### src/sv/keyword_substitution_cipher_top_defines.svh
// Assertion helpers used by the cipher controller.
`ifndef KEYWORD_SUBSTITUTION_CIPHER_TOP_DEFINES_SVH
`define KEYWORD_SUBSTITUTION_CIPHER_TOP_DEFINES_SVH

// Same-cycle implication, disabled while reset is asserted.
`define KSC_ASSERT_NOW(label, clk, rstn, ante, cons) \
    label: assert property (@(posedge clk) disable iff (!(rstn)) (ante) |-> (cons)) \
        else $error("ksc: assertion failed");

// Next-cycle implication, disabled while reset is asserted.
`define KSC_ASSERT_NEXT(label, clk, rstn, ante, cons) \
    label: assert property (@(posedge clk) disable iff (!(rstn)) (ante) |=> (cons)) \
        else $error("ksc: assertion failed");

`endif

### src/sv/ksc_pkg.sv
`default_nettype none

package ksc_pkg;

    localparam int LETTERS = 26;
    localparam int IDX_W   = $clog2(LETTERS);

    localparam logic [7:0] ASCII_UPPER_A = 8'h41;
    localparam logic [7:0] ASCII_UPPER_Z = 8'h5A;
    localparam logic [7:0] ASCII_LOWER_A = 8'h61;
    localparam logic [7:0] ASCII_LOWER_Z = 8'h7A;

    // Request kinds carried on s_tuser
    typedef enum logic [1:0] {
        MODE_KEY    = 2'd0,
        MODE_FINISH = 2'd1,
        MODE_ENC    = 2'd2,
        MODE_DEC    = 2'd3
    } mode_t;

    // Controller to datapath commands
    typedef struct packed {
        logic take_key;    // absorb a keyword byte
        logic start_fill;  // arm the unused-letter walk
        logic fill_step;   // one letter of the walk
        logic take_data;   // look up a data byte
        logic dec;         // lookup uses the inverse table
        logic load_out;    // move the lookup stage into the output register
    } ksc_cmd_t;

    // Datapath to controller status
    typedef struct packed {
        logic key_finished;
        logic fill_last;
    } ksc_status_t;

endpackage

`default_nettype wire

### src/sv/ksc_ctrl.sv
`default_nettype none

`include "keyword_substitution_cipher_top_defines.svh"

module ksc_ctrl (
    input  wire logic                aclk,
    input  wire logic                aresetn,
    input  wire logic                s_tvalid,
    output logic                     s_tready,
    input  wire ksc_pkg::mode_t      mode,
    output logic                     m_tvalid,
    input  wire logic                m_tready,
    input  wire ksc_pkg::ksc_status_t status,
    output ksc_pkg::ksc_cmd_t        cmd
);
    import ksc_pkg::*;

    typedef enum logic [1:0] {
        ST_RUN  = 2'b01,
        ST_FILL = 2'b10
    } ctrl_state_t;

    ctrl_state_t st_reg, st_next;
    logic        p1_valid_reg, p1_valid_next;
    logic        out_valid_reg, out_valid_next;
    logic        accept;
    logic        p1_move;
    logic        is_data;

    // Decode the request kind
    always_comb begin
        unique case (mode) inside
            MODE_ENC, MODE_DEC: is_data = 1'b1;
            default:            is_data = 1'b0;
        endcase
    end

    // Advance the lookup stage when the output register frees up
    assign p1_move  = p1_valid_reg && (!out_valid_reg || m_tready);
    assign s_tready = (st_reg == ST_RUN) && (!p1_valid_reg || p1_move);
    assign accept   = s_tvalid && s_tready;
    assign m_tvalid = out_valid_reg;

    // Issue commands
    always_comb begin
        cmd            = '0;
        cmd.take_key   = accept && (mode == MODE_KEY);
        cmd.start_fill = accept && (mode == MODE_FINISH) && !status.key_finished;
        cmd.take_data  = accept && is_data;
        cmd.dec        = (mode == MODE_DEC);
        cmd.fill_step  = (st_reg == ST_FILL);
        cmd.load_out   = p1_move;
    end

    // Sequence the key build
    always_comb begin
        st_next = st_reg;
        unique case (st_reg)
            ST_RUN: begin
                if (cmd.start_fill) begin
                    st_next = ST_FILL;
                end
            end
            ST_FILL: begin
                if (status.fill_last) begin
                    st_next = ST_RUN;
                end
            end
            default: st_next = ST_RUN;
        endcase
    end

    // Track occupancy of the lookup stage and the output register
    always_comb begin
        p1_valid_next = p1_valid_reg;
        if (cmd.take_data) begin
            p1_valid_next = 1'b1;
        end else if (p1_move) begin
            p1_valid_next = 1'b0;
        end
        out_valid_next = out_valid_reg;
        if (p1_move) begin
            out_valid_next = 1'b1;
        end else if (m_tready) begin
            out_valid_next = 1'b0;
        end
    end

    always_ff @(posedge aclk) begin
        if (!aresetn) begin
            st_reg        <= ST_RUN;
            p1_valid_reg  <= 1'b0;
            out_valid_reg <= 1'b0;
        end else begin
            st_reg        <= st_next;
            p1_valid_reg  <= p1_valid_next;
            out_valid_reg <= out_valid_next;
        end
    end

    `KSC_ASSERT_NOW(a_no_accept_in_fill, aclk, aresetn, st_reg == ST_FILL, !s_tready)
    `KSC_ASSERT_NEXT(a_fill_holds, aclk, aresetn,
        (st_reg == ST_FILL) && !status.fill_last, st_reg == ST_FILL)
    `KSC_ASSERT_NEXT(a_finish_enters_fill, aclk, aresetn, cmd.start_fill, st_reg == ST_FILL)
    `KSC_ASSERT_NEXT(a_fill_sets_finished, aclk, aresetn,
        (st_reg == ST_FILL) && status.fill_last, status.key_finished)

endmodule

`default_nettype wire

### src/sv/ksc_datapath.sv
`default_nettype none

module ksc_datapath (
    input  wire logic                aclk,
    input  wire logic                aresetn,
    input  wire logic [7:0]          data_byte,
    input  wire ksc_pkg::ksc_cmd_t   cmd,
    output ksc_pkg::ksc_status_t     status,
    output logic [7:0]               out_byte,
    output logic                     key_ready
);
    import ksc_pkg::*;

    // Cipher alphabet: forward maps plain to cipher, inverse the reverse
    logic [IDX_W-1:0] fwd_mem [LETTERS];
    logic [IDX_W-1:0] inv_mem [LETTERS];

    logic [LETTERS-1:0] mask_reg;
    logic [IDX_W-1:0]   len_reg;
    logic               finished_reg;
    logic [IDX_W-1:0]   fill_cnt_reg;

    // Lookup stage
    logic [IDX_W-1:0] fwd_rd_reg;
    logic [IDX_W-1:0] inv_rd_reg;
    logic             p1_dec_reg;
    logic             p1_upper_reg;
    logic             p1_letter_reg;
    logic             p1_ready_reg;
    logic [7:0]       p1_byte_reg;

    // Output register
    logic [7:0] out_byte_reg;
    logic       out_ready_reg;

    logic               is_upper, is_lower, is_letter;
    logic [7:0]         base, diff;
    logic [IDX_W-1:0]   idx;
    logic [LETTERS-1:0] mask_base;
    logic [IDX_W-1:0]   len_base;
    logic               key_new;
    logic               wr_en;
    logic [IDX_W-1:0]   wr_pos, wr_letter;
    logic [IDX_W-1:0]   p1_map;
    logic [7:0]         p1_base;

    // Classify the incoming byte
    assign is_upper  = (data_byte >= ASCII_UPPER_A) && (data_byte <= ASCII_UPPER_Z);
    assign is_lower  = (data_byte >= ASCII_LOWER_A) && (data_byte <= ASCII_LOWER_Z);
    assign is_letter = is_upper || is_lower;
    assign base      = is_upper ? ASCII_UPPER_A : ASCII_LOWER_A;
    assign diff      = data_byte - base;
    assign idx       = is_letter ? diff[IDX_W-1:0] : '0;

    // A key byte after a finished key starts over
    assign mask_base = finished_reg ? '0 : mask_reg;
    assign len_base  = finished_reg ? '0 : len_reg;
    assign key_new   = is_letter && !mask_base[idx];

    // Share one write port between key entry and the fill walk
    always_comb begin
        wr_en     = 1'b0;
        wr_pos    = len_reg;
        wr_letter = fill_cnt_reg;
        if (cmd.take_key) begin
            wr_en     = key_new;
            wr_pos    = len_base;
            wr_letter = idx;
        end else if (cmd.fill_step) begin
            wr_en = !mask_reg[fill_cnt_reg];
        end
    end

    always_ff @(posedge aclk) begin
        if (wr_en) begin
            fwd_mem[wr_pos]    <= wr_letter;
            inv_mem[wr_letter] <= wr_pos;
        end
    end

    // Key state
    always_ff @(posedge aclk) begin
        if (!aresetn) begin
            mask_reg     <= '0;
            len_reg      <= '0;
            finished_reg <= 1'b0;
            fill_cnt_reg <= '0;
        end else begin
            if (cmd.take_key) begin
                mask_reg     <= mask_base
                                | ({{(LETTERS-1){1'b0}}, key_new} << idx);
                len_reg      <= key_new ? len_base + 1'b1 : len_base;
                finished_reg <= 1'b0;
            end
            if (cmd.start_fill) begin
                fill_cnt_reg <= IDX_W'(LETTERS - 1);
            end
            if (cmd.fill_step) begin
                if (wr_en) begin
                    len_reg <= len_reg + 1'b1;
                end
                fill_cnt_reg <= fill_cnt_reg - 1'b1;
                if (status.fill_last) begin
                    finished_reg <= 1'b1;
                end
            end
        end
    end

    assign status.key_finished = finished_reg;
    assign status.fill_last    = (fill_cnt_reg == '0);

    // Read both tables for a data byte
    always_ff @(posedge aclk) begin
        if (cmd.take_data) begin
            fwd_rd_reg    <= fwd_mem[idx];
            inv_rd_reg    <= inv_mem[idx];
            p1_dec_reg    <= cmd.dec;
            p1_upper_reg  <= is_upper;
            p1_letter_reg <= is_letter;
            p1_ready_reg  <= finished_reg;
            p1_byte_reg   <= data_byte;
        end
    end

    // Rebuild the letter in its original case
    assign p1_map  = p1_dec_reg ? inv_rd_reg : fwd_rd_reg;
    assign p1_base = p1_upper_reg ? ASCII_UPPER_A : ASCII_LOWER_A;

    always_ff @(posedge aclk) begin
        if (cmd.load_out) begin
            out_byte_reg  <= (p1_ready_reg && p1_letter_reg)
                             ? p1_base + {{(8-IDX_W){1'b0}}, p1_map}
                             : p1_byte_reg;
            out_ready_reg <= p1_ready_reg;
        end
    end

    assign out_byte  = out_byte_reg;
    assign key_ready = out_ready_reg;

endmodule

`default_nettype wire

### src/sv/keyword_substitution_cipher_top.sv
// Keyword substitution cipher on a byte stream. Each request carries a kind on
// s_tuser (key byte, finish key, encrypt, decrypt) and a byte on s_tdata. Key
// bytes build the keyword from their ASCII letters, case folded, repeats
// dropped; a key byte after a finished key starts a new keyword. Finish fills
// the alphabet with the unused letters Z down to A. Encrypt and decrypt
// requests return one result each with the letter mapped and its case kept,
// other bytes unchanged; m_tuser is set when a finished key was applied. Key
// and encrypt/decrypt requests are taken one per cycle unless the output
// stalls; a result passes through the lookup stage and the output register,
// and the output register lets the next request in while a result waits. A
// finish that builds a key holds s_tready low while a counter walks the
// alphabet one letter per cycle, writing the single write port of each table.
`default_nettype none

module keyword_substitution_cipher_top (
    input  wire logic       aclk,
    input  wire logic       aresetn,
    input  wire logic       s_tvalid,
    output logic            s_tready,
    input  wire logic [7:0] s_tdata,   // [7:0] data_byte
    input  wire logic [1:0] s_tuser,   // [1:0] mode
    output logic            m_tvalid,
    input  wire logic       m_tready,
    output logic [7:0]      m_tdata,   // [7:0] out_byte
    output logic [0:0]      m_tuser    // [0] key_ready
);
    import ksc_pkg::*;

    ksc_cmd_t    cmd;
    ksc_status_t status;
    mode_t       mode;
    logic        key_ready;

    assign mode = mode_t'(s_tuser);

    ksc_ctrl u_ctrl (
        .aclk     (aclk),
        .aresetn  (aresetn),
        .s_tvalid (s_tvalid),
        .s_tready (s_tready),
        .mode     (mode),
        .m_tvalid (m_tvalid),
        .m_tready (m_tready),
        .status   (status),
        .cmd      (cmd)
    );

    ksc_datapath u_datapath (
        .aclk      (aclk),
        .aresetn   (aresetn),
        .data_byte (s_tdata),
        .cmd       (cmd),
        .status    (status),
        .out_byte  (m_tdata),
        .key_ready (key_ready)
    );

    assign m_tuser = key_ready;

endmodule

`default_nettype wire
### config.mk
export PLATFORM = sky130hd
export DESIGN_NAME = keyword_substitution_cipher_top
export DESIGN_NICKNAME = d
export VERILOG_FILES = /design/src/sv/ksc_pkg.sv /design/src/sv/ksc_ctrl.sv /design/src/sv/ksc_datapath.sv /design/src/sv/keyword_substitution_cipher_top.sv
export VERILOG_INCLUDE_DIRS = /design/src /design/src/sv
export SDC_FILE = /design/constraint.sdc
export NUM_CORES = 1
export LEC_CHECK = 0
export ABC_AREA = 1
export BUFFER_PORTS_ARGS = -buffer_cell sky130_fd_sc_hd__clkbuf_2
export CORE_UTILIZATION = 50
export DETAILED_ROUTE_END_ITERATION = 10
export GPL_TIMING_DRIVEN = 0
export PLACE_DENSITY = 0.77
export SETUP_SLACK_MARGIN = 0.3
export SLEW_MARGIN = 40
export SYNTH_ARGS = -nofsm -noshare
export SYNTH_HDL_FRONTEND = slang
export SYNTH_SLANG_ARGS = --single-unit
### constraint.sdc
create_clock -name aclk -period 5.3 [get_ports aclk]
set_input_delay 0.265 -clock aclk [delete_from_list [all_inputs] [get_ports aclk]]
set_output_delay 0.265 -clock aclk [all_outputs]
set_load 0.005 [all_outputs]
=== After elaboration in Yosys (flattened, before gate mapping) ===
Memory sizes are Yosys's and may differ from the RTL's. A register that Yosys moved wholly into a read port is not among the register bits.
Cells that the tools add are included.

* Bits of input ports: 14
* Logic and storage cells: 95
* Bits in registers: 62
* Memories: 2
* Output and inout port bits: 11
* Memory bits (writable): 260

{| class="wikitable"
|+ Memories
! name !! words !! width !! rd ports !! clocked after Yosys merged registers in !! write ports !! line !! text
|-
| u_datapath.fwd_mem || 26 || 5 || 1 || 1 || 1 || ksc_datapath.sv:15 || <nowiki>logic [IDX_W-1:0] fwd_mem [LETTERS];</nowiki>
|-
| u_datapath.inv_mem || 26 || 5 || 1 || 1 || 1 || ksc_datapath.sv:16 || <nowiki>logic [IDX_W-1:0] inv_mem [LETTERS];</nowiki>
|}

* Equal/unequal tests: 7
* Shift-type cells: 1
* Multiplexer cells: 33
* Bitwise operators: 1
* Add/subtract/negate cells: 5
* Reductions and logical operators: 26
* $lt $le $gt $ge: 6

{| class="wikitable"
|+ Operator list
! operator !! number
|-
| two-way mux 5 bit || 11
|-
| two-way mux 26 bit || 1
|-
| bitwise OR 26 bit || 1
|-
| << shifter 1 x 5 -> 26 bit || 1
|-
| >= comparator 8 x 7 -> 1 bit (second input constant) || 2
|-
| <= comparator 8 x 7 -> 1 bit (second input constant) || 2
|-
| two-way mux 1 bit || 14
|-
| < comparator 5 x 6 -> 1 bit (second input constant) || 2
|-
| logical AND 1 bit || 11
|-
| adder 5 x 1 -> 5 bit (second input constant) || 2
|-
| binary-select mux 1 bit (select 5 bit) || 2
|-
| adder 8 x 5 -> 8 bit || 1
|-
| two-way mux 8 bit || 1
|-
| equality test 2 bit (second input constant) || 3
|-
| two-way mux 6 bit || 1
|-
| nonzero test 2 bit || 3
|-
| logical NOT 1 bit || 5
|-
| logical NOT 5 bit || 1
|-
| subtractor 5 x 1 -> 5 bit (second input constant) || 1
|-
| subtractor 5 bit (second input constant) || 1
|-
| equality test 2 x 1 -> 1 bit (second input constant) || 2
|-
| two-way mux 2 bit || 2
|-
| one-hot mux 2 bit (2 select lines) || 1
|-
| logical OR 1 bit || 3
|-
| 5 further kinds || 5
|}

=== Depth between registers and ports, before layout ===
Gate-level depths: netlist (run 1).

* Depth in word-level cells: 12
* Mapped depth: 26
* Mapped depth without buffers: 23

=== By module ===
From an unflattened synthesis (run 1), not the netlist that was laid out.

* Cell total of the unflattened synthesis: 1,376
* Area total of the unflattened synthesis: 14,747.9 um2

{| class="wikitable"
|+ Modules (own cells, without submodules)
! module !! cells an instance !! times used !! sequential area each (um2) !! area each (um2)
|-
| ksc_datapath || 1,340 || 1 || 9,479.1 || 14,503.9
|-
| ksc_ctrl || 36 || 1 || 80.1 || 244.0
|}

=== Worst setup path before layout (run 1) ===
No wires, ideal clock.

* Path kind: input-to-reg
* Start point: input port s_tdata[0]
* End point: memory u_datapath.inv_mem[14][0] (netlist bit) (enable)
* Required time: 4.960 ns
* Slack: 1.552 ns
* Cell stages on the path: 20
* Arrival time: 3.409 ns
* Path buffers: 4
* Setup time: 0.340 ns
* Cell sequence: inv_1 -> clkbuf_1 -> clkbuf_1 -> clkbuf_1 -> ha_1 -> nand2_1 -> nand2_1 -> nand3_1 -> nand2_2 -> nand2_4 -> inv_2 -> a21oi_1 -> inv_1 -> clkbuf_1 -> nor2_1 -> a21oi_1 -> inv_1 -> nor2_1 -> nand2_1 -> nor2_1

* Elaborated cells between the ends (all ways): 17
* Those cells by class: add/sub: 1; order compare: 4; mux: 7; reduce/logical: 5

{| class="wikitable"
|+ RTL lines
! item !! line !! text
|-
| start, declared || keyword_substitution_cipher_top.sv:20 || <nowiki>input wire logic [7:0] s_tdata,</nowiki>
|-
| >= comparator 8 x 7 -> 1 bit (tied with other cells) || ksc_datapath.sv:48 || <nowiki>assign is_upper = (data_byte >= ASCII_UPPER_A) && (data_byte <= ASCII_UPPER_Z);</nowiki>
|-
| logical AND 1 bit (on tied branches) || ksc_datapath.sv:48, ksc_datapath.sv:49 ||
|-
| logical OR 1 bit || ksc_datapath.sv:50 || <nowiki>assign is_letter = is_upper || is_lower;</nowiki>
|-
| two-way mux 5 bit (*) || ksc_datapath.sv:53 || <nowiki>assign idx = is_letter ? diff[IDX_W-1:0] : '0;</nowiki>
|-
| two-way mux 5 bit (*) || ksc_datapath.sv:65 || <nowiki>if (cmd.take_key) begin</nowiki>
|-
| via u_datapath.wr_letter[4] || ksc_datapath.sv:43 || <nowiki>logic [IDX_W-1:0] wr_pos, wr_letter;</nowiki>
|-
| end, declared || ksc_datapath.sv:16 ||
|}

Mark *: on every way through the listed nets, which the timed path passes. The rest lies on a longest branch. The select of a mux whose other input is x is not followed.

=== Worst setup path in the final report (run 1) ===
* Start point: input port s_tdata[0]
* End point: memory u_datapath.inv_mem[13][1] (netlist bit) (enable)

Same word-level chain as after synthesis.

==> impl_metrics.csv, run 1 <==
group,metric,value,unit
floorplan,core,28200,µm²
global_route,grt_max_degree,31,
power_and_ir_drop,powerDensity,337,nW/µm²
floorplan,io_pins,25,
placement,placed_area,15200,µm²
drt,via_per_inst,6.09,
global_route,grt.total_usage,27.8,%
global_route,antenna_found_initial,0,
floorplan,start_util,51.5,%
power_and_ir_drop,switching_power,1.33,mW
placement,globalplace.congestion,0.959,
clock_network,root_buffer,"clkbuf_16",
drt,dr.pass1.iters,6,
drt,wl_per_cell,22.5,µm
synthesis,yosys.area.top_type,"edfxtp_1",
drt,num_vias,11000,
clock_network,numCtsBuffers,31,
synthesis,synth_cells,1338,
synthesis,synthFlopType,"edfxtp_1",
timing,tightest_slew,0.866,ns
status,status,"finished clean",
critical_path,worst-setup-path-type,"input port to flop",
power_and_ir_drop,seqPwrFrac,52.6,%
global_route,grt_pass1_wl,60200,µm
layout,stdcell_area,16200,µm²
drt,ant_nets,0,
critical_path,worstPathRequired,5.50,ns
timing,setup_viol_count_final,0,
placement,dp_hpwl,27000,µm
layout,fin_cells,1804,
layout,seqCellArea,9560,µm²
global_route,overflow,0,
synthesis,synthAdderAreaFrac,0.690,%
synthesis,synth_mux_area_share,0.276,%
floorplan,rows,61,
clock_network,clock_latency,0.58,ns
synthesis,ys_async_sr_fraction,0,%
placement,dp_cells,1741,
layout,area_delta_synth_final,11.6,%
timing,finalHoldViolations,0,
clock_network,htree_levels,1,
synthesis,synth.distinct_cells,44,
critical_path,path_cells,"clkbuf_2 -> inv_1 -> clkbuf_1 -> clkbuf_2 -> clkbuf_2 -> ha_1 -> nand2_1 -> nand2_1 -> nand3_1 -> nand2_2 -> nand2_4 -> inv_2 -> a21oi_1 -> inv_1 -> clkbuf_2 -> nor2_1 -> a21oi_1 -> inv_2 -> nor2_1 -> nand2_1 -> nor2_1",
global_route,grt_pass1_vias,10300,
timing,min_period,4.82,ns
clock_network,clk_pin_slew,0.06,ns
drt,drc_errors,0,
synthesis,synth_fp_nets,1360,
clock_network,cts_tree,"done",
synthesis,synth.avg_cell_area,10.8,µm²
synthesis,synth_xor_xnor_area_share,0.362,%
drt,first_iter_violations,1723,
critical_path,critPathLaunchType,"input port",
timing,max_freq,208,MHz
floorplan,die_area,29700,µm²
floorplan,die_h,172,µm
timing,drv_slew,0,
timing,finClkSkew,0.0226,ns
hold_path,hold_class,"input port to flop",
layout,multi_input_area,4380,µm²
layout,diodes,0,
placement,io_buffer_count,23,
timing,rsz0062_at_grt,"true",
power_and_ir_drop,pwr-share-comb,9.4,%
power_and_ir_drop,p_clk_share,38.0,%
floorplan,die_w,172,µm
synthesis,synth_top_family_by_area,"simple AND/OR/NAND/NOR gates",
synthesis,netlist_area,14500,µm²
synthesis,ys_seq_area_share,65.9,%
power_and_ir_drop,p_leak,5.62,nW
synthesis,synth_compound_area_share,12.5,%
synthesis,synth_seq_cells,332,
clock_network,clk_path_buf_depth,3,
synthesis,ys_warn_count,0,
synthesis,yosysMostFrequentCell,"edfxtp_1",
layout,nFillCells,2261,
critical_path,end_kind,"flop",
flow_run,drv_cap,0,
layout,layout-drive-gt1-share,10.1,%
drt,drt-total-wl,40600,µm
synthesis,yosys-top-cells-area,"edfxtp_1, nor2_1, dfxtp_1",
synthesis,synth-simple-area-share,16.1,%
synthesis,synth-edff-count,291,
critical_path,crit_slowest_cell,"nor2_1",
power_and_ir_drop,swShare,24.4,%
critical_path,crit_fanout,29,
layout,nets,1425,
critical_path,crit_top_cell,"clkbuf_2",
timing,slew_headroom,41.8,%
synthesis,synthTopCellsByCount,"edfxtp_1, nor2_1, nand2_1, o21ai_0, nand3_1",
power_and_ir_drop,internal_power,4.12,mW
timing,final.period_utilization,90.9,%
synthesis,synth_top_area_share,60.3,%
critical_path,arrival,5.02,ns
power_and_ir_drop,ir_drop,0.271,mV
clock_network,cts.sinks,332,
critical_path,cpPeakStageDelay,0.50,ns
## worst paths after layout
| kind | slack, ns | cells past startpoint | end | startpoint |
|---|---|---|---|---|
| max | 0.48 | 21 | u_datapath.inv_mem[13][1] | s_tdata[0] |
| min | 0.01 | 1 | u_datapath.p1_byte_reg[0] | s_tdata[0] |
| max reg2reg | 1.17 | 12 | u_datapath.inv_mem[17][0] | u_ctrl.p1_valid_reg |
| min reg2reg | 0.47 | 0 | u_datapath.key_ready | u_datapath.p1_ready_reg |
## timing repair
item,4_1_cts,5_1_grt
pin swaps,0,0
setup endpoints to repair,90,80
hold buffers,7,0
gates resized for setup,2,7
hold endpoints to repair,7,0
setup buffers,0,0
## cell type report
class,count,share of cell area [%]
repair buffers,32,1.48
flip-flops and latches,332,59.0
well taps,378,2.92
plain buffers,72,1.96
multi-input cells,859,27.0
inverters,75,1.84
clock inverters,14,0.657
clock buffers,42,5.05
## layout by cell type, fill, tap and decap left out, types with 3 or more instances in the layout
cell type / n
inv_1: 55
a31oi_1: 6
o21ai_1: 5
nor3_1: 11
nor3_2: 3
nor2_4: 4
edfxtp_1: 291
nand2_4: 5
buf_6: 3
o21ai_0: 131
o22ai_1: 24
nand2_1: 174
clkbuf_16: 31
nand3_2: 7
or2_2: 4
clkbuf_2: 26
buf_2: 11
dfxtp_1: 41
clkbuf_1: 60
nand2_2: 6
mux2i_1: 4
ha_1: 8
nor2_2: 7
inv_2: 14
xor2_1: 4
clkinv_1: 9
nand3_1: 73
nand4_1: 5
nor2_1: 237
o221ai_1: 46
a311oi_1: 11
buf_1: 4
a21oi_1: 61
o211ai_1: 8
clkinv_2: 6
dlygate4sd3_1: 7
## per-stage QoR
| step | power [mW] | setup WS (ns) | hold slack (ns) | util [%] | setup TNS, ns |
|---|---|---|---|---|---|
| 2_1_floorplan | 3.21 | 1.55 | 0.364 | - | 0 |
| 3_3_place_gp | 3.39 | -0.755 | 0.451 | 53.6 | -58.64 |
| 3_5_place_dp | 3.41 | -0.611 | 0.453 | 53.8 | -54.39 |
| 4_1_cts | 5.43 | 0.397 | 0.00653 | 57.4 | 0 |
| 5_1_grt | 5.57 | 0.283 | 0.0101 | 57.5 | 0 |
| 6_report | 5.45 | 0.484 | 0.0134 | 57.5 | 0 |
## layer usage
layer | share of wire [%] | track usage, %
met1 | 38 | 37.1
met2 | 46 | 44.3
met3 | 12 | 5.42
met4 | 4.3 | 12.0
met5 | 0 | 0
## worst max-delay path, delay by kind of cell
family	cells	cell delay, ns
AOI/OAI and AO/OA	2	0.48
adders and majority gates	1	0.30
buffers and inverters	9	2.50
and+or+nand+nor	9	1.45
## power by group through the flow
stage | sequential, mW | combinational [mW] | clock [mW]
6_report | 2.87 | 0.510 | 2.07
5_1_grt | 2.87 | 0.537 | 2.16
4_1_cts | 2.87 | 0.489 | 2.07
3_5_place_dp | 2.92 | 0.482 | 0
3_3_place_gp | 2.93 | 0.466 | 0
2_1_floorplan | 2.92 | 0.292 | 0
## cells by family (layout without fill, tap and decap cells)
| logic type | after synthesis | count (layout) |
|---|---|---|
| AND/OR/NAND/NOR | 540 | 540 |
| XOR/XNOR | 6 | 6 |
| multiplexers | 4 | 4 |
| AO/OA/AOI/OAI | 301 | 301 |
| flip-flops | 332 | 332 |
| adder cells (fa/ha/maj) | 8 | 8 |
| buffers and inverters | 147 | 235 |
Power figures use the tool's default switching activity.
==> inputs of run 2 (changes only) <==
Settings changed: CTS_CLUSTER_DIAMETER set to 40, HOLD_SLACK_MARGIN set to 0.03, REMOVE_ABC_BUFFERS set to 1.
==> impl_metrics.csv, run 2 (synthesized netlist as in run 1, its figures left out) <==
group,metric,value,unit
status,status,"finished clean",
floorplan,io_pins,25,
critical_path,worst-setup-path-type,"input port to flop",
timing,finalHoldViolations,0,
layout,layout-drive-gt1-share,10.8,%
floorplan,rows,61,
timing,drv_slew,0,
flow_run,drv_cap,0,
placement,dp_hpwl,20700,µm
global_route,overflow,0,
drt,dr.pass1.iters,8,
timing,rsz0062_at_grt,"false",
critical_path,crit_slowest_cell,"a21oi_2",
floorplan,die_w,172,µm
power_and_ir_drop,pwr-share-comb,7.4,%
clock_network,cts_tree,"done",
layout,multi_input_area,4390,µm²
power_and_ir_drop,finalPower,6.02,mW
timing,min_period,4.70,ns
timing,max_freq,213,MHz
critical_path,end_kind,"flop",
global_route,grt_pass1_wl,54100,µm
timing,tightest_slew,0.880,ns
drt,wl_per_cell,19.9,µm
critical_path,arrival,4.88,ns
clock_network,numCtsBuffers,41,
placement,dp_cells,1672,
clock_network,clock_latency,0.54,ns
timing,setup_viol_count_final,0,
critical_path,reg2reg_depth,11,
clock_network,cts.sinks,332,
critical_path,critPathLaunchType,"input port",
floorplan,die_area,29700,µm²
floorplan,core,28200,µm²
global_route,antenna_found_initial,0,
drt,drc_errors,0,
drt,num_vias,10600,
hold_path,hold_depth,4,
layout,area_delta_synth_final,12.7,%
timing,finClkSkew,0.0157,ns
power_and_ir_drop,internal_power,4.61,mW
clock_network,clk_path_buf_depth,3,
critical_path,path_cells,"dlygate4sd3_1 -> clkbuf_2 -> inv_1 -> ha_1 -> inv_1 -> nor2_1 -> nand2_1 -> nand3_1 -> nand2_2 -> nand2_4 -> inv_2 -> a21oi_2 -> inv_1 -> nor2_2 -> a21oi_1 -> inv_2 -> nand3_1 -> nor2_1",
layout,nets,1366,
power_and_ir_drop,swShare,23.5,%
drt,drt-total-wl,35000,µm
power_and_ir_drop,seqPwrFrac,47.7,%
floorplan,start_util,51.5,%
floorplan,die_h,172,µm
drt,via_per_inst,6.05,
power_and_ir_drop,ir_drop,0.204,mV
power_and_ir_drop,powerDensity,369,nW/µm²
timing,final.setup.tns,0,ns
critical_path,crit_fanout,29,
layout,layout_common_cells,"edfxtp_1, nor2_1, nand2_1, o21ai_0, nand3_1",
global_route,grt_max_degree,90,
timing,slew_headroom,41.3,%
clock_network,htree_levels,2,
drt,ant_nets,0,
layout,final_common_cell,"edfxtp_1",
critical_path,worstPathRequired,5.47,ns
critical_path,cpPeakStageDelay,0.62,ns
timing,final.period_utilization,88.7,%
clock_network,clk_pin_slew,0.06,ns
layout,nFillCells,2167,
global_route,grt_pass1_vias,9768,
critical_path,crit_top_cell,"inv_1",
hold_path,hold_class,"input port to flop",
layout,diodes,0,
clock_network,root_buffer,"clkbuf_16",
timing,timing.hold.ws,0.0500,ns
global_route,grt.total_usage,24.1,%
power_and_ir_drop,p_leak,5.72,nW
layout,seqCellArea,9560,µm²
placement,io_buffer_count,24,
power_and_ir_drop,p_clk_share,44.9,%
power_and_ir_drop,switching_power,1.42,mW
layout,fin_cells,1754,
placement,globalplace.congestion,0.920,
drt,first_iter_violations,1402,
[run 2: critical path, delay by kind of cell]
family	cells	cell delay (ns)
AO/OA/AOI/OAI	2	0.79
adder cells (fa/ha/maj)	1	0.15
AND/OR/NAND/NOR	8	1.70
buffers and inverters	7	1.94
[run 2: area by class of cell]
class	instances	share of cell area [%]
flip-flops and latches	332	58.5
multi-input cells	859	26.8
clock buffers	50	6.87
well taps	378	2.89
inverters	75	1.87
repair buffers	35	1.71
clock inverters	25	1.32
[run 2: final timing paths]
kind	from	to	slack [ns]
max	s_tdata[1]	u_datapath.inv_mem[24][0]	0.60
min	m_tready	u_ctrl.m_tvalid	0.05
max reg2reg	u_ctrl.m_tvalid	u_datapath.inv_mem[24][0]	1.30
min reg2reg	u_datapath.mask_reg[17]	u_datapath.mask_reg[17]	0.46
[run 2: stage by stage]
step	setup WS (ns)	instance area (µm²)	util, %
floorplan	-0.0274	14200	-
global placement	-3.65	14800	52.5
detailed placement	-0.0905	14900	53.0
CTS	0.415	16300	58.0
global route	0.313	16300	58.0
finish	0.597	16300	58.0
[run 2: power groups by stage]
stage | Sequential, mW | Combinational, mW | Clock (mW)
floorplan | 2.92 | 0.271 | 0
global placement | 2.93 | 0.412 | 0
detailed placement | 2.93 | 0.429 | 0
CTS | 2.87 | 0.437 | 2.72
global route | 2.87 | 0.484 | 2.83
finish | 2.87 | 0.447 | 2.71
[run 2: routing by layer]
metal	routed length [µm]	GRT usage, %
met1	14100	34.0
met2	16500	38.3
met3	3330	3.43
met4	1040	8.27
met5	0	0
[run 2: repair_timing]
| item | CTS | global route |
|---|---|---|
| gates resized for setup | 0 | 1 |
| setup buffers | 0 | 0 |
| hold endpoints to repair | 7 | 0 |
| endpoints found under the setup margin | 0 | 80 |
| hold buffers | 7 | 0 |
==> inputs of run 3 (changes only) <==
Settings changed: ABC_AREA 1 to not set.
==> impl_metrics.csv, run 3 <==
group,metric,value,unit
drt,drc_errors,0,
synthesis,ys_warn_count,0,
timing,max_freq,208,MHz
drt,via_per_inst,6.31,
global_route,grt.total_usage,23.6,%
timing,setup_viol_count_final,0,
drt,dr.pass1.iters,8,
clock_network,cts.sinks,332,
critical_path,arrival,4.95,ns
clock_network,numCtsBuffers,39,
timing,final.period_utilization,90.6,%
placement,globalplace.congestion,0.854,
floorplan,rows,62,
layout,nets,1219,
layout,fin_cells,1611,
hold_path,hold_depth,1,
layout,layout_common_cells,"edfxtp_1, nand2_1, nor2_1, mux2i_1, nor3_1",
power_and_ir_drop,p_leak,5.97,nW
layout,finish.utilization,60.0,%
power_and_ir_drop,pwr-share-comb,9.1,%
clock_network,root_buffer,"clkbuf_16",
critical_path,critPathLaunchType,"input port",
power_and_ir_drop,seqPwrFrac,46.0,%
power_and_ir_drop,internal_power,4.83,mW
floorplan,core,28900,µm²
critical_path,end_kind,"flop",
timing,slew_headroom,44.9,%
timing,finalHoldViolations,0,
synthesis,ys_async_sr_fraction,0,%
clock_network,htree_levels,2,
clock_network,cts_tree,"done",
placement,placed_area,15800,µm²
placement,dp_cells,1532,
timing,tightest_slew,0.820,ns
status,status,"finished clean",
power_and_ir_drop,switching_power,1.47,mW
drt,drt-total-wl,35700,µm
power_and_ir_drop,p_clk_share,44.9,%
drt,first_iter_violations,1162,
placement,io_buffer_count,24,
hold_path,hp-start,"s_tdata[4]",
critical_path,r2r-start,"u_datapath.finished_reg",
placement,dp_hpwl,21700,µm
timing,drv_slew,0,
critical_path,crit_fanout,30,
synthesis,netlist_area,14800,µm²
synthesis,synth_top_area_share,59.0,%
critical_path,reg2reg_depth,11,
clock_network,clock_latency,0.53,ns
hold_path,hold_class,"input port to flop",
synthesis,synth-simple-area-share,13.5,%
timing,min_period,4.80,ns
drt,wl_per_cell,22.1,µm
floorplan,io_pins,25,
timing,rsz0062_at_grt,"false",
synthesis,synth_mux_area_share,6.01,%
floorplan,die_area,30300,µm²
drt,ant_nets,0,
synthesis,yosysMostFrequentCell,"edfxtp_1",
layout,stdcell_area,17300,µm²
hold_path,min_to,"u_datapath.p1_byte_reg[4]",
synthesis,synth.distinct_cells,69,
timing,finClkSkew,0.0179,ns
synthesis,synth_cells,1192,
clock_network,clk_pin_slew,0.06,ns
global_route,overflow,0,
placement,pre_cts_slack,-0.245,ns
drt,num_vias,10200,
power_and_ir_drop,ir_drop,0.203,mV
layout,diodes,0,
synthesis,synthAdderAreaFrac,0.676,%
floorplan,start_util,51.2,%
global_route,grt_pass1_vias,10100,
synthesis,synth_compound_area_share,11.8,%
critical_path,worst-setup-path-type,"input port to flop",
timing,setup_slack,0.499,ns
synthesis,synth.avg_cell_area,12.4,µm²
synthesis,synth_seq_cells,332,
synthesis,synthTopCellsByCount,"edfxtp_1, nand2_1, nor2_1, clkbuf_1, mux2i_1",
power_and_ir_drop,powerDensity,363,nW/µm²
flow_run,drv_cap,0,
global_route,grt_pass1_wl,55400,µm
critical_path,worstPathRequired,5.45,ns
synthesis,yosys-top-cells-area,"edfxtp_1, dfxtp_1, mux2i_1",
layout,layout-drive-gt1-share,16.5,%
synthesis,synth_xor_xnor_area_share,0.532,%
critical_path,r2r-end,"u_datapath.inv_mem[9][1]",
clock_network,clk_path_buf_depth,3,
critical_path,rrSetupSlack,1.03,ns
synthesis,ys_seq_area_share,64.6,%
power_and_ir_drop,swShare,23.4,%
synthesis,synth_top_family_by_area,"simple AND/OR/NAND/NOR gates",
global_route,grt_max_degree,62,
floorplan,die_w,174,µm
synthesis,synthFlopType,"edfxtp_1",
synthesis,synth-edff-count,291,
timing,final.setup.tns,0,ns
layout,final_common_cell,"edfxtp_1",
layout,area_delta_synth_final,17.2,%
floorplan,die_h,174,µm
synthesis,yosys.area.top_type,"edfxtp_1",
global_route,antenna_found_initial,0,
## run 3: worst max-delay path, stage by stage
cell,delay (ns)
clkbuf_8,0.24
inv_4,0.18
ha_1,0.35
nor3b_1,0.22
a21oi_1,0.18
o21ai_2,0.15
inv_2,0.15
nor2_4,0.08
inv_4,0.29
nand2b_2,0.33
o32a_1,0.47
o31ai_4,0.48
buf_4,0.33
a21oi_4,0.09
buf_8,0.19
buf_8,0.17
buf_6,0.17
nor4_2,0.57
## run 3: power by group through the flow
stage / Sequential [mW] / Combinational [mW] / Clock [mW]
final: 2.90 / 0.572 / 2.83
after global routing: 2.90 / 0.608 / 2.96
after CTS: 2.90 / 0.553 / 2.84
after detailed placement: 2.95 / 0.545 / 0
after global placement: 2.95 / 0.481 / 0
after floorplan: 2.95 / 0.310 / 0
## run 3: per-layer routing
layer  wire length, µm  share of wire [%]  track usage, %
met1             14200                 40            31.2
met2             17200                 48            38.9
met3              3060                8.6            3.67
met4              1210                3.4            9.61
met5                 0                  0               0
## run 3: worst max-delay path by stage
| stage | start | end | slack, ns |
|---|---|---|---|
| final | s_tdata[0] | u_datapath.inv_mem[9][1] | 0.50 |
| after CTS | s_tdata[0] | u_datapath.inv_mem[2][2] | 0.30 |
| after global routing | s_tdata[0] | u_datapath.inv_mem[9][1] | 0.32 |
| after global placement | s_tdata[0] | u_datapath.inv_mem[15][3] | -7.02 |
| after detailed placement | s_tdata[0] | u_datapath.inv_mem[11][1] | -0.25 |
| after floorplan | s_tdata[0] | u_datapath.fwd_mem[5][0] | -1.57 |
## run 3: repair_timing
item | in CTS | in global routing
gates resized for setup | 0 | 9
endpoints found under the setup margin | 0 | 204
hold buffers | 5 | 0
hold endpoints to repair | 5 | 0
buffers inserted | 0 | 3
## run 3: cells by family (layout without fill, tap and decap cells)
| kind of cell | after synthesis | count (layout) |
|---|---|---|
| multiplexers | 78 | 78 |
| XOR/XNOR | 9 | 9 |
| AO/OA/AOI/OAI | 240 | 240 |
| AND/OR/NAND/NOR | 415 | 415 |
| buffers and inverters | 110 | 145 |
| adder cells (fa/ha/maj) | 8 | 8 |
| flip-flops | 332 | 332 |
## run 3: cell type report
type                       instances  area [µm²]
clock buffer                      44        1040
clock inverter                    27         337
fill                            2077       11600
inverter                          16        71.3
multi-input combinational        750        5240
sequential                       332        9560
tap                              384         480
timing repair buffer              58         626
## run 3: per-stage QoR
step           hold slack, ns  power [mW]
2_1_floorplan           0.364        3.26
3_3_place_gp            0.454        3.43
3_5_place_dp            0.456        3.50
4_1_cts                0.0325        6.29
5_1_grt                0.0633        6.46
6_report               0.0625        6.30
